File: config.mk
export PLATFORM = sky130hd
export DESIGN_NAME = psnct_table
export DESIGN_NICKNAME = d
export VERILOG_FILES = /design/src/hdl/psnct_pkg.sv /design/src/hdl/psnct_table.sv
export SDC_FILE = /design/constraint.sdc
export NUM_CORES = 2
export LEC_CHECK = 0
export BUFFER_PORTS_ARGS = -buffer_cell sky130_fd_sc_hd__buf_4
export CORE_MARGIN = 5
export CORE_UTILIZATION = 30
export CTS_CLUSTER_DIAMETER = 40
export DETAILED_ROUTE_END_ITERATION = 8
export SKIP_CTS_REPAIR_TIMING = 1
export SLEW_MARGIN = 20
export SYNTH_ARGS = -nofsm -noshare
export SYNTH_HDL_FRONTEND = slang
export SYNTH_SLANG_ARGS = --single-unit
File: constraint.sdc
create_clock -name clk -period 5.4 [get_ports clk]
set_clock_uncertainty 0.2 [all_clocks]
set_input_delay 0.54 -clock clk [delete_from_list [all_inputs] [get_ports clk]]
set_output_delay 0.54 -clock clk [all_outputs]
set_load 0.005 [all_outputs]
File: src/hdl/psnct_pkg.sv
// Shared types, constants and helper functions of the palette shade table block.
package psnct_pkg;

  localparam int PAL_ENTRIES = 256;
  localparam int PAL_AW      = (PAL_ENTRIES > 1) ? $clog2(PAL_ENTRIES) : 1;
  localparam logic [PAL_AW-1:0] PAL_LAST = PAL_AW'(PAL_ENTRIES - 1);

  localparam int TBL_DEPTH = 256;
  localparam int TBL_AW    = 8;

  localparam int KEY_W = 16;
  localparam logic [KEY_W-1:0] KEY_INIT = 16'hFFFF;

  // Command codes.
  localparam logic [1:0] CMD_WRITE = 2'd0;
  localparam logic [1:0] CMD_BUILD = 2'd1;
  localparam logic [1:0] CMD_READ  = 2'd2;

  // Result kinds.
  localparam logic KIND_BUILD = 1'b0;
  localparam logic KIND_READ  = 1'b1;

  // Configuration register indexes.
  localparam logic [1:0] REG_BRIGHT = 2'd0;
  localparam logic [1:0] REG_DELTA  = 2'd1;
  localparam logic [1:0] REG_MASK   = 2'd2;

  typedef struct packed {
    logic [1:0] command;
    logic [7:0] entry_index;
    logic [5:0] red_in;
    logic [5:0] green_in;
    logic [5:0] blue_in;
  } cmd_t;

  typedef struct packed {
    logic       result_kind;
    logic [7:0] entry_echo;
    logic [7:0] mapped_index;
  } rsp_t;

  typedef struct packed {
    logic [5:0] bright_limit;
    logic [6:0] shade_delta;
    logic [2:0] channel_mask;
  } shade_cfg_t;

  // Palette write: red in bits 5:0, green in 11:6, blue in 17:12.
  typedef struct packed {
    logic              we;
    logic [PAL_AW-1:0] addr;
    logic [17:0]       color;
  } pal_wr_t;

  typedef struct packed {
    logic              we;
    logic [TBL_AW-1:0] addr;
    logic [7:0]        data;
  } tbl_wr_t;

  function automatic logic [5:0] max3(input logic [5:0] a, input logic [5:0] b,
                                      input logic [5:0] c);
    logic [5:0] m;
    m = (a > b) ? a : b;
    return (m > c) ? m : c;
  endfunction

  function automatic logic [5:0] absdiff6(input logic [5:0] a, input logic [5:0] b);
    return (a > b) ? (a - b) : (b - a);
  endfunction

  // A part is lowered only when it is selected and at least the delta.
  function automatic logic [5:0] shade_part(input logic [5:0] part, input logic en,
                                            input logic [6:0] delta);
    return (en && ({1'b0, part} >= delta)) ? (part - delta[5:0]) : part;
  endfunction

endpackage

File: src/hdl/psnct_table.sv
// Translation table: 256 x 8 memory with per-entry valid bits, registered read.
module psnct_table
  import psnct_pkg::*;
(
  input  logic              clk,
  input  logic              rst,
  input  tbl_wr_t           wr,
  input  logic              rd_en,
  input  logic [TBL_AW-1:0] rd_addr,
  output logic [7:0]        rd_data
);

  logic [7:0]           mem [TBL_DEPTH];
  logic [TBL_DEPTH-1:0] valid;
  logic [7:0]           rd_mem;
  logic                 rd_hit;

  always_ff @(posedge clk) begin
    if (wr.we) begin
      mem[wr.addr] <= wr.data;
    end
    if (rd_en) begin
      rd_mem <= mem[rd_addr];
    end
  end

  // An entry that was never built reads as zero.
  always_ff @(posedge clk) begin
    if (rst) begin
      valid  <= '0;
      rd_hit <= 1'b0;
    end else begin
      if (wr.we) begin
        valid[wr.addr] <= 1'b1;
      end
      if (rd_en) begin
        rd_hit <= valid[rd_addr];
      end
    end
  end

  assign rd_data = rd_hit ? rd_mem : 8'd0;

endmodule

==> results_dict.tcl <==
set metrics [dict create \
    outcome "finished clean" \
    relSlewSlack 0.1817 \
    worst_slew_pin_slew_ps 1227 \
    crit_path_end_kind "register" \
    top_usage_layer "met2" \
    wl_per_cell_um 25.16 \
    crit_type "input pin to register" \
    hold_viol_final 0 \
    grt.met3_usage 0.03001 \
    hpwl_mm 133.1 \
    synthFlopType "edfxtp_1" \
    use_met2 0.2354 \
    cp_slowest_stage_delay_ps 950 \
    p_per_area_mw_per_mm2 402.6 \
    avgSynthCellArea_um2 19.50 \
    fmax_ghz 0.2537 \
    num_vias 44647 \
    finish.instance_area_mm2 0.1039 \
    startpoint_type "input pin" \
    tns_ps 0 \
    synth_seq_cells 2313 \
    setup_viol_count_final 0 \
    rows 198 \
    final_common_cell "edfxtp_1" \
    dp.cells 8285 \
    fill_cells 26788 \
    final_antenna_net_count 0 \
    yosysWarnings 0 \
    grt_pass1_wl_mm 323.5 \
    rsz0062_at_grt "no" \
    synth_area_mm2 0.08801 \
    track_usage 0.1440 \
    antenna_found_initial 8 \
    layout-drive-gt1-share 0.2600 \
    cts-root-buf "clkbuf_16" \
    cts_buffers 323 \
    grt_pass1_vias 45890 \
    grt-ovfl-total 0 \
    cts_max_level 5 \
    drt-pass1-iter-count 5 \
    dpl_cell_area_mm2 0.09314 \
    peakVddDrop_mv 0.3233 \
    final_cells 8872 \
    critPathTopFamily "simple AND/OR/NAND/NOR gates" \
    synthArstFlopShare 0 \
    area_growth_pct 18.04 \
    worstPathCellList "buf_8 > buf_12 > buf_4 > mux4_2 > a22oi_1 > a21oi_1 > nor4_1 > o22ai_1 > or2_1" \
    grt_max_degree 165 \
    leakage_nw 32.17 \
    synth_nets 4541 \
    post-route-util 0.3563 \
    seq_area_frac_synth 0.7600 \
    crit_buf_inv 3 \
    finalMaxSlewViolations 0 \
    clkTransAtPathRegs_ps 50 \
    vias_per_cell 5.032 \
    synth_cell_types 40 \
    initial_utilization 0.3018 \
    drtIter0Drc 4715 \
    cts.sinks 2313 \
    die_h_um 551.6 \
    maxCapViolCount 0 \
    power_mw 41.82 \
    min_path_type "input pin to register" \
    num_io_pins 36 \
    cp_slowest_cell "nor4_1" \
    cts_buffer_depth 4 \
    synth_edf_count 2056 \
    postSynthCellCount 4513 \
    place_congestion 0.7917 \
    worstSkewPairLatency_ps 950 \
    final_cell_mix "edfxtp_1, nor2_1, mux4_2" \
    nets 4750 \
    post-route-min-period_ps 3942 \
    die_x_um 551.6 \
    cts_tree "built" \
    core-area_mm2 0.2916 \
    whs_ps 42.24 \
    post-route-period-util 0.7300 \
    arrival_ps 4410 \
    cp_data_required_time_ps 5870 \
    grt_util_met1 0.1918 \
    crit_fanout 35 \
    dieArea_mm2 0.3043 \
    io_buffers 35 \
    drc 0 \
    worst_slack_ps 1458 \
    wirelength_mm 223.2 \
    pre_cts_slack_ps 544.0 \
]
==> report_power, final <==
part / total, mW / internal, mW / leakage [nW] / switching [mW]
combinational: 1.67 / 0.582 / 6.49 / 1.09
clock: 20.6 / 12.7 / 5.13 / 7.92
sequential: 19.5 / 19.5 / 20.6 / 0.0165
==> layer usage <==
layer,vias to the layer above,routed length [um],share of wire
met4,0,7004,0.031
met3,363,15630,0.070
met5,-,0,0
met1,23797,91270,0.41
met2,1699,109300,0.49
li1,18788,-,-
==> cells in the mapped netlist, types with 2 or more instances <==
cell      instances  share of area
o22ai_1          19         0.0014
dfxtp_1         257          0.058
a22o_1            2        0.00020
buf_4            10        0.00085
a211oi_1          3        0.00026
buf_1            26         0.0011
a21oi_1         134         0.0076
or2_1             8        0.00057
nor4_1           33         0.0023
nor3_1            3        0.00017
buf_6            23         0.0029
or2_2             3        0.00021
clkbuf_1        164         0.0070
nor2_1          720          0.031
a221oi_1          2        0.00020
nor2b_1          13        0.00092
mux2i_1          12         0.0014
nand2b_1          3        0.00021
edfxtp_1       2056           0.70
nand2_1          29         0.0012
o221ai_1          5        0.00050
buf_2            57         0.0032
and2_1            9        0.00064
nand4_1           9        0.00064
nand3_1          24         0.0014
mux4_2          574           0.15
a22oi_1         268          0.023
o21ai_0           2        0.00011
inv_1             6        0.00026
o21ba_2          29         0.0033
==> cell families (layout without fill, tap and decap cells) <==
family	count (synthesis)	after routing	share of synthesized area
simple gates	858	858	0.03935
other cells	0	2	0
buf+inv	286	743	0.01540
mux	587	587	0.1484
compound gates	469	469	0.03688
flops	2313	2313	0.7600
==> final timing paths <==
path	start	to	slack (ps)	cells after the start
setup / recovery	rd_addr[0]	rd_mem[1]$_DFFE_PP_	1460	9
hold / removal	wr[7]	mem[202][7]$_DFFE_PP_	40	1
setup reg to reg	mem[218][3]$_DFFE_PP_	rd_mem[3]$_DFFE_PP_	1740	6
hold reg to reg	valid[20]$_SDFFE_PP0P_	valid[20]$_SDFFE_PP0P_	270	2
==> sequential cells by signal (all words and copies together) (netlist names) <==
register / count
mem: 2048
rd_mem: 8
rd_hit: 1
valid: 256
==> final cells by class <==
type / count / area (um^2) / area share
Sequential cell: 2313 / 66880 / 0.6439
Antenna cell: 2 / 5.005 / 0.00004818
Clock inverter: 196 / 2046 / 0.01969
Clock buffer: 377 / 8502 / 0.08184
Multi-Input combinational cell: 1914 / 19850 / 0.1911
Inverter: 6 / 22.52 / 0.0002168
Tap cell: 3900 / 4880 / 0.04697
Timing Repair Buffer: 164 / 1692 / 0.01628
Power figures use the tool's default switching activity.
